### config.mk
export PLATFORM = sky130hd
export DESIGN_NAME = double_ended_queue_unit_flat
export DESIGN_NICKNAME = d
export VERILOG_FILES = /design/src/rtl/deq_pkg.sv /design/src/rtl/deq_if.sv /design/src/rtl/deq_cfg.sv /design/src/rtl/deq_cell.sv /design/src/rtl/double_ended_queue_unit.sv /design/src/flat_wrapper.sv
export SDC_FILE = /design/constraint.sdc
export NUM_CORES = 2
export LEC_CHECK = 0
export BUFFER_PORTS_ARGS = -buffer_cell sky130_fd_sc_hd__buf_2
export CELL_PAD_IN_SITES_DETAIL_PLACEMENT = 0
export CELL_PAD_IN_SITES_GLOBAL_PLACEMENT = 1
export CORE_AREA = 2 2 325 407
export DETAILED_ROUTE_END_ITERATION = 6
export DIE_AREA = 0 0 327 409
export PLACE_DENSITY = 0.69
export SLEW_MARGIN = 20
export SYNTH_ARGS = -nofsm -noshare
export SYNTH_HDL_FRONTEND = slang
export SYNTH_SLANG_ARGS = --single-unit
### constraint.sdc
create_clock -name clk -period 8.4 [get_ports clk]
set_input_delay 0.84 -clock clk [delete_from_list [all_inputs] [get_ports clk]]
set_output_delay 0.84 -clock clk [all_outputs]
set_load 0.03 [all_outputs]
### src/rtl/deq_pkg.sv
// deq_pkg: shared types and constants for the double-ended queue unit.
// No dependencies; compiled first.
package deq_pkg;

  localparam int DEQ_DEPTH = 32;
  localparam int DATA_W    = 32;
  localparam int OCC_W     = 6;
  localparam int CAP_W     = 6;
  localparam int CFG_AW    = 3;
  localparam int CFG_DW    = 32;

  localparam logic [CAP_W-1:0] CAP_RESET = CAP_W'(32);

  typedef enum logic [1:0] {
    KIND_PUSH_FRONT = 2'd0,
    KIND_PUSH_REAR  = 2'd1,
    KIND_POP_FRONT  = 2'd2,
    KIND_POP_REAR   = 2'd3
  } deq_kind_t;

  typedef enum logic [1:0] {
    ST_OK    = 2'd0,
    ST_FULL  = 2'd1,
    ST_EMPTY = 2'd2
  } deq_status_t;

  typedef enum logic {
    CFG_IDX_CAPACITY = 1'b0
  } deq_cfg_idx_t;

  // per-cycle command broadcast to every cell
  typedef struct packed {
    logic shr;      // push front: every cell takes its left neighbor
    logic shl;      // pop front: every cell takes its right neighbor
    logic wr_rear;  // push rear: the cell at the current count loads the word
  } deq_cell_ctrl_t;

endpackage

### src/rtl/deq_if.sv
// deq_in_if / deq_out_if: valid/ready channels for requests and results.
// Depends on deq_pkg.
interface deq_in_if;
  import deq_pkg::*;
  logic                     valid;
  logic                     ready;
  logic [1:0]               kind;
  logic signed [DATA_W-1:0] value_in;

  modport source (output valid, kind, value_in, input ready);
  modport sink   (input valid, kind, value_in, output ready);
endinterface

interface deq_out_if;
  import deq_pkg::*;
  logic                     valid;
  logic                     ready;
  logic [1:0]               status;
  logic signed [DATA_W-1:0] value_out;
  logic [OCC_W-1:0]         occupancy;

  modport source (output valid, status, value_out, occupancy, input ready);
  modport sink   (input valid, status, value_out, occupancy, output ready);
endinterface

### src/rtl/deq_cfg.sv
// deq_cfg: APB-style register file holding the capacity register.
// Depends on deq_pkg.
module deq_cfg (
  input  logic                          clk,
  input  logic                          rst_n,
  input  logic                          psel,
  input  logic                          penable,
  input  logic                          pwrite,
  input  logic [deq_pkg::CFG_AW-1:0]    paddr,
  input  logic [deq_pkg::CFG_DW-1:0]    pwdata,
  output logic [deq_pkg::CFG_DW-1:0]    prdata,
  output logic                          pready,
  output logic [deq_pkg::CAP_W-1:0]     cap_o
);
  import deq_pkg::*;

  logic [CAP_W-1:0] cap_r;
  logic             idx_cap;

  assign pready  = 1'b1;
  assign idx_cap = (paddr[CFG_AW-1] == CFG_IDX_CAPACITY);
  assign cap_o   = cap_r;
  assign prdata  = idx_cap ? CFG_DW'(cap_r) : '0;

  always_ff @(posedge clk) begin
    if (!rst_n) begin
      cap_r <= CAP_RESET;
    end else if (psel && penable && pwrite && pready && idx_cap) begin
      cap_r <= pwdata[CAP_W-1:0];
    end
  end

endmodule

### src/rtl/deq_cell.sv
// deq_cell: one storage cell of the shifting deque chain.
// Depends on deq_pkg.
module deq_cell #(
  parameter int IDX = 0,
  parameter int CW  = 6
) (
  input  logic                                 clk,
  input  deq_pkg::deq_cell_ctrl_t              ctrl,
  input  logic [CW-1:0]                        count,
  input  logic signed [deq_pkg::DATA_W-1:0]    wr_data,
  input  logic signed [deq_pkg::DATA_W-1:0]    left_data,
  input  logic signed [deq_pkg::DATA_W-1:0]    right_data,
  output logic signed [deq_pkg::DATA_W-1:0]    data_o,
  output logic signed [deq_pkg::DATA_W-1:0]    tap_o
);
  import deq_pkg::*;

  localparam logic [CW-1:0] MyPos  = CW'(IDX);
  localparam logic [CW-1:0] MyNext = CW'(IDX + 1);

  logic signed [DATA_W-1:0] data_r;

  assign data_o = data_r;
  // rear entry sits at count-1
  assign tap_o  = (count == MyNext) ? data_r : '0;

  always_ff @(posedge clk) begin
    priority if (ctrl.shr) begin
      data_r <= left_data;
    end else if (ctrl.shl) begin
      data_r <= right_data;
    end else if (ctrl.wr_rear && (count == MyPos)) begin
      data_r <= wr_data;
    end else begin
      data_r <= data_r;
    end
  end

endmodule

### src/rtl/double_ended_queue_unit.sv
// double_ended_queue_unit: deque of signed 32-bit words in a shifting cell chain.
// Depends on deq_pkg, deq_if, deq_cfg, deq_cell.
//
// Requests arrive on in_ch (kind, value_in); each accepted beat gives exactly
// one result beat on out_ch (status, value_out, occupancy). The front entry
// always sits in cell 0: push front shifts the chain right, pop front shifts
// it left, push rear loads the cell at the current count, pop rear reads the
// cell at count-1 through an AND-OR tap across the chain.
// The result is registered: it appears in the cycle after the request beat.
// Throughput: one request per cycle unless out_ch stalls, set by the single shift/load step of the cells.
// The result register frees in_ch.ready whenever out_ch.ready is high, so a
// new request is taken in the same cycle the previous result leaves.
// While out_ch stalls, the held result stays put and in_ch.ready drops.
// Reset (rst_n low at a clock edge) empties the deque, clears the result
// valid flag and sets capacity_in_use to 32; the APB port writes it at byte
// address 0 (pready is always high).
module double_ended_queue_unit #(
  parameter int DEPTH = deq_pkg::DEQ_DEPTH
) (
  input  logic                          clk,
  input  logic                          rst_n,
  deq_in_if.sink                        in_ch,
  deq_out_if.source                     out_ch,
  input  logic                          psel,
  input  logic                          penable,
  input  logic                          pwrite,
  input  logic [deq_pkg::CFG_AW-1:0]    paddr,
  input  logic [deq_pkg::CFG_DW-1:0]    pwdata,
  output logic [deq_pkg::CFG_DW-1:0]    prdata,
  output logic                          pready
);
  import deq_pkg::*;

  localparam int CW = $clog2(DEPTH + 1);
  localparam int LW = (CW > CAP_W) ? CW : CAP_W;
  localparam logic [CW-1:0] DepthC = CW'(DEPTH);

  logic [CAP_W-1:0]         cap;
  logic [CW-1:0]            count_r, count_nxt;
  logic                     out_valid_r;
  logic [1:0]               status_r, status_nxt;
  logic signed [DATA_W-1:0] value_r, value_nxt;
  logic [OCC_W-1:0]         occ_r;
  logic                     accept, full, empty;
  deq_cell_ctrl_t           ctrl;
  logic signed [DATA_W-1:0] cell_data [DEPTH];
  logic signed [DATA_W-1:0] cell_tap  [DEPTH];
  logic signed [DATA_W-1:0] rear_word;

  deq_cfg u_cfg (
    .clk     (clk),
    .rst_n   (rst_n),
    .psel    (psel),
    .penable (penable),
    .pwrite  (pwrite),
    .paddr   (paddr),
    .pwdata  (pwdata),
    .prdata  (prdata),
    .pready  (pready),
    .cap_o   (cap)
  );

  assign in_ch.ready = !out_valid_r || out_ch.ready;
  assign accept      = in_ch.valid && in_ch.ready;
  assign full        = (count_r == DepthC) || (LW'(count_r) >= LW'(cap));
  assign empty       = (count_r == '0);

  generate
    for (genvar i = 0; i < DEPTH; i++) begin : g_cell
      logic signed [DATA_W-1:0] left_w, right_w;
      if (i == 0) begin : g_first
        assign left_w = in_ch.value_in;
      end else begin : g_mid
        assign left_w = cell_data[i-1];
      end
      if (i == DEPTH - 1) begin : g_last
        assign right_w = '0;
      end else begin : g_inner
        assign right_w = cell_data[i+1];
      end
      deq_cell #(.IDX(i), .CW(CW)) u_cell (
        .clk        (clk),
        .ctrl       (ctrl),
        .count      (count_r),
        .wr_data    (in_ch.value_in),
        .left_data  (left_w),
        .right_data (right_w),
        .data_o     (cell_data[i]),
        .tap_o      (cell_tap[i])
      );
    end
  endgenerate

  always_comb begin
    rear_word = '0;
    for (int i = 0; i < DEPTH; i++) begin
      rear_word = rear_word | cell_tap[i];
    end
  end

  always_comb begin
    ctrl       = '0;
    count_nxt  = count_r;
    status_nxt = ST_OK;
    value_nxt  = '0;
    unique case (deq_kind_t'(in_ch.kind))
      KIND_PUSH_FRONT, KIND_PUSH_REAR: begin
        if (full) begin
          status_nxt = ST_FULL;
        end else begin
          ctrl.shr     = accept && (deq_kind_t'(in_ch.kind) == KIND_PUSH_FRONT);
          ctrl.wr_rear = accept && (deq_kind_t'(in_ch.kind) == KIND_PUSH_REAR);
          count_nxt    = count_r + CW'(1);
        end
      end
      KIND_POP_FRONT, KIND_POP_REAR: begin
        if (empty) begin
          status_nxt = ST_EMPTY;
        end else begin
          ctrl.shl  = accept && (deq_kind_t'(in_ch.kind) == KIND_POP_FRONT);
          value_nxt = (deq_kind_t'(in_ch.kind) == KIND_POP_FRONT) ? cell_data[0]
                                                                  : rear_word;
          count_nxt = count_r - CW'(1);
        end
      end
      default: begin
        status_nxt = ST_OK;
      end
    endcase
  end

  always_ff @(posedge clk) begin
    if (!rst_n) begin
      count_r     <= '0;
      out_valid_r <= 1'b0;
    end else begin
      if (accept) begin
        count_r     <= count_nxt;
        out_valid_r <= 1'b1;
      end else if (out_ch.ready) begin
        out_valid_r <= 1'b0;
      end
    end
  end

  always_ff @(posedge clk) begin
    if (accept) begin
      status_r <= status_nxt;
      value_r  <= value_nxt;
      occ_r    <= OCC_W'(count_nxt);
    end
  end

  assign out_ch.valid     = out_valid_r;
  assign out_ch.status    = status_r;
  assign out_ch.value_out = value_r;
  assign out_ch.occupancy = occ_r;

endmodule

### src/flat_wrapper.sv
// flat-port wrapper written by rule: the top's interface ports become plain ports
module double_ended_queue_unit_flat import deq_pkg::*;
#(
  parameter int DEPTH = deq_pkg::DEQ_DEPTH
)
  (clk, rst_n, psel, penable, pwrite, paddr, pwdata, prdata, pready, in_ch_valid, in_ch_kind, in_ch_value_in, in_ch_ready, out_ch_valid, out_ch_status, out_ch_value_out, out_ch_occupancy, out_ch_ready);
  deq_in_if in_ch_i ();
  deq_out_if out_ch_i ();
  input  logic clk;
  input  logic rst_n;
  input  logic psel;
  input  logic penable;
  input  logic pwrite;
  input  logic [deq_pkg::CFG_AW-1:0] paddr;
  input  logic [deq_pkg::CFG_DW-1:0] pwdata;
  output logic [deq_pkg::CFG_DW-1:0] prdata;
  output logic pready;
  input wire logic [$bits(in_ch_i.valid)-1:0] in_ch_valid;
  input wire logic [$bits(in_ch_i.kind)-1:0] in_ch_kind;
  input wire logic [$bits(in_ch_i.value_in)-1:0] in_ch_value_in;
  output wire logic [$bits(in_ch_i.ready)-1:0] in_ch_ready;
  output wire logic [$bits(out_ch_i.valid)-1:0] out_ch_valid;
  output wire logic [$bits(out_ch_i.status)-1:0] out_ch_status;
  output wire logic [$bits(out_ch_i.value_out)-1:0] out_ch_value_out;
  output wire logic [$bits(out_ch_i.occupancy)-1:0] out_ch_occupancy;
  input wire logic [$bits(out_ch_i.ready)-1:0] out_ch_ready;
  assign in_ch_i.valid = in_ch_valid;
  assign in_ch_i.kind = in_ch_kind;
  assign in_ch_i.value_in = in_ch_value_in;
  assign in_ch_ready = in_ch_i.ready;
  assign out_ch_valid = out_ch_i.valid;
  assign out_ch_status = out_ch_i.status;
  assign out_ch_value_out = out_ch_i.value_out;
  assign out_ch_occupancy = out_ch_i.occupancy;
  assign out_ch_i.ready = out_ch_ready;
  double_ended_queue_unit #(.DEPTH(DEPTH)) u_core (.clk(clk), .rst_n(rst_n), .in_ch(in_ch_i), .out_ch(out_ch_i), .psel(psel), .penable(penable), .pwrite(pwrite), .paddr(paddr), .pwdata(pwdata), .prdata(prdata), .pready(pready));
endmodule
==> metrics.md <==
| Metric | Value |
|---|---|
| Status | `complete, but fails checks` |
| Crit path kind | `register to register` |
| Failing checks | `DRC` |
| CP endpoint kind | `register` |
| Post-synthesis cell type count | `57` |
| Min-delay worst type | `primary input to register` |
| Final Setup Violations | `0` |
| Tcrit/Tclk final | `63.44%` |
| Post-synth EDFFs | `1064` |
| Register area share after synthesis | `62.30%` |
| Total Routing Usage GR | `30.76%` |
| CTS buffer count | `105` |
| GR Overflow Total | `0` |
| Share of cells above drive strength 1 | `13.23%` |
| H-Tree Depth | `3` |
| Worst-skew pair later-pin latency | `0.75 ns` |
| Setup Skew | `between 0.02 and 0.03 ns` |
| CTS tree | `done` |
| Total clock sinks | `1077` |
| Fin crit period | `5.329 ns` |
| Post-Synthesis Cells | `3751` |
| Vias in the first global route | `38210` |
| Antenna-violating nets left | `0` |
| Initial antenna violation count | `2` |
| Via density | `7.686` |
| Post-synthesis register bit count | `1077` |
| CP arrival | `5.79 ns` |
| Main synth FF type | `edfxtp_1` |
| Crit Path Max Fanout | `68` |
| Maximum clock insertion buffer count | `3` |
| DRC errors left | `3` |
| R2R setup slack | `3.07 ns` |
| Largest net degree at the start of global routing | `approximately 230` |
| CTS root buffer | `clkbuf_16` |
| CP startpoint kind | `register` |
| Die width | `approximately 330 um` |
| Fin nets | `about 3700` |
| First-pass DRT Iterations | `7` |
| Area delta synth->final | `10.89%` |
| Peak Freq | `187.7 MHz` |
| Mapped Area | `51710 um2` |
| Post-detail-place hpwl | `114.7 mm` |
| Core area | `approximately 130000 um2` |
| Setup_tns | `0 ns` |
| Final WL | `roughly 210 mm` |
| DR iter-0 viols | `8170` |
| Critical path data required time | `8.86 ns` |
| Synthesized area per cell | `13.78 um2` |
| Placement row count | `between 100 and 150` |
| Gpl congestion | `0.8603` |
| Hold-fix buffers, CTS | `0` |
| Area of the die | `133700 um2` |
| Initial core utilization | `39.83%` |
| Pwr Total | `between 15 and 20 mW` |
| RSZ-0062 raised after global routing | `false` |
| Max VDD drop | `0.1732 mV` |
| Synth warnings | `0` |
| Max Cap Violations | `0` |
| Clk pin slew, worst setup/hold paths | `0.06 ns` |
| Power density over cell area | `about 270 nW/um2` |
| First-pass GRT wire length | `just under 300 mm` |
| Slew headroom | `a little over an eighth` |
| Max-slew violations | `0` |
| P_leak | `18.85 nW` |
| Ys async rst share | `0%` |
| Via count | `around 42000` |
| Wire per inst | `39.41 um` |
| Slew @ Worst Pin | `1.296 ns` |
| Final Hold Viols | `0` |
| Die span in y | `409 um` |
| # resized after CTS | `0` |
| IO Pins | `151` |
| Port Buffers | `95` |
| # Post-CTS Setup Buffers | `0` |
==> state kept, by name (all words and copies together), names as in the netlist <==
register and count:
u_core.g_cell.u_cell.data_o 1024, u_core.out_ch.value_out 32, u_core.count_r 6, u_core.out_ch.occupancy 6, u_core.u_cfg.cap_o 6, u_core.out_ch.status 2
u_core.out_ch.valid 1
==> layout make-up <==
cell class	instances	area, um2
diodes	4	10.01
clock buffers	128	2735
clock inverters	68	539.3
fillers	11620	72470
inverters	18	68.82
multi-input cells	2188	18130
flip-flops and latches	1077	32210
well taps	1725	2158
repair buffers	218	1485
==> cells by family (layout without fill, tap and decap cells) <==
logic type               after synthesis  count (layout)  share of synthesized area (%)
multiplexers                          10              10                         0.2008
flip-flops                          1077            1077                          62.30
adder cells (fa/ha/maj)               11              11                         0.2662
XOR/XNOR                               1               1                        0.01694
AND/OR/NAND/NOR                      492             492                          4.656
other                                  2              31                        0.01452
buffers and inverters                511             432                          4.407
AO/OA/AOI/OAI                       1647            1647                          28.14
==> critical path, stage by stage (launching register included) <==
cell	delay [ns]
dfxtp_1	0.93
ha_1	0.38
a21o_1	0.18
a31oi_1	0.29
o21ai_1	0.30
nor3_4	0.37
buf_4	0.51
buf_4	0.62
buf_4	0.70
nor2_4	0.28
a221o_1	0.34
==> power by group <==
part | internal [mW] | switching (mW) | total, mW
Sequential | 6.99 | 0.615 | 7.60
Combinational | 1.01 | 2.37 | 3.37
Clock | 2.51 | 2.22 | 4.73
Total | 10.5 | 5.20 | 15.7
==> path summary, 6_finish.rpt <==
check / cells past startpoint / to / start
worst min-delay path: 2 / u_core.u_cfg.cap_o[5]$_SDFFE_PN1P_ / rst_n
worst max-delay path: 10 / u_core.g_cell[13].u_cell.data_o[20]$_DFFE_PP_ / u_core.count_r[2]$_SDFFE_PN0P_
worst min register to register: 2 / u_core.u_cfg.cap_o[3]$_SDFFE_PN0P_ / u_core.u_cfg.cap_o[3]$_SDFFE_PN0P_
worst max register to register: 10 / u_core.g_cell[13].u_cell.data_o[20]$_DFFE_PP_ / u_core.count_r[2]$_SDFFE_PN0P_
==> per-stage QoR <==
stage	cell area [um2]	cells	setup WS (ns)	utilization [%]	hold slack (ns)
global placement	53840	5223	2.820	41.48	0.4750
finish	57340	5426	3.071	44.17	0.3128
detailed placement	53950	5223	2.868	41.56	0.4888
CTS	57230	5419	3.199	44.09	0.2916
floorplan	51800	3776	2.963	-	0.4634
global route	57330	5422	2.808	44.16	0.3506
==> synth_stat cells, types with 7 or more instances <==
cell | number | area, um2
ha_1 | 11 | 137.6
a211oi_1 | 11 | 82.58
a221o_1 | 960 | 9609
and4_1 | 8 | 70.07
nor4_1 | 22 | 137.6
buf_1 | 20 | 75.07
a21o_1 | 35 | 262.8
and3_1 | 27 | 168.9
dfxtp_1 | 13 | 260.3
o31ai_1 | 12 | 90.09
inv_1 | 16 | 60.06
nor3_1 | 18 | 90.09
nand3_1 | 45 | 225.2
buf_2 | 201 | 1006
and2_1 | 15 | 93.84
nor2_1 | 81 | 304.0
clkbuf_1 | 243 | 912.1
a22oi_1 | 395 | 2965
buf_4 | 29 | 217.7
nand4_1 | 47 | 294.0
mux2i_1 | 7 | 70.07
a22o_1 | 26 | 227.7
a221oi_1 | 16 | 140.1
a21oi_1 | 74 | 370.4
edfxtp_1 | 1064 | 31950
a222oi_1 | 19 | 190.2
a2111oi_0 | 12 | 105.1
o21ai_0 | 60 | 300.3
a32oi_1 | 10 | 87.58
nand2_1 | 193 | 724.4
==> metal layers <==
layer  part of all wire (%)  wire length, um  global-route usage, %
met1                     36            77310                  40.66
met2                     44            94460                  46.07
met3                     13            27890                  7.245
met4                    6.6            14170                  18.12
met5                      0                0                      0
==> cells in the final DEF, fill, tap and decap left out, types with 8 or more instances in the layout <==
cell / Yosys / routed
edfxtp_1: 1064 / 1064
a221o_1: 960 / 960
a22oi_1: 395 / 395
nand2_1: 193 / 193
buf_4: 29 / 115
clkbuf_16: 0 / 106
buf_2: 201 / 95
a21oi_1: 74 / 73
nand4_1: 47 / 47
nor2_4: 0 / 45
nand3_1: 45 / 43
o21ai_0: 60 / 40
a21o_1: 35 / 35
nor2_1: 81 / 35
conb_1: 2 / 27
and3_1: 27 / 26
a22o_1: 26 / 26
clkinv_2: 0 / 25
clkinv_1: 2 / 23
nor4_1: 22 / 22
clkbuf_1: 243 / 22
o21ai_4: 0 / 20
a222oi_1: 19 / 19
nor3_1: 18 / 17
inv_1: 16 / 16
a221oi_1: 16 / 16
and2_2: 0 / 16
dfxtp_1: 13 / 13
o31ai_4: 0 / 12
a2111oi_0: 12 / 12
a211oi_1: 11 / 11
ha_1: 11 / 11
a32oi_1: 10 / 10
and4_1: 8 / 8
No activity file was read; power rests on OpenSTA's default activity.
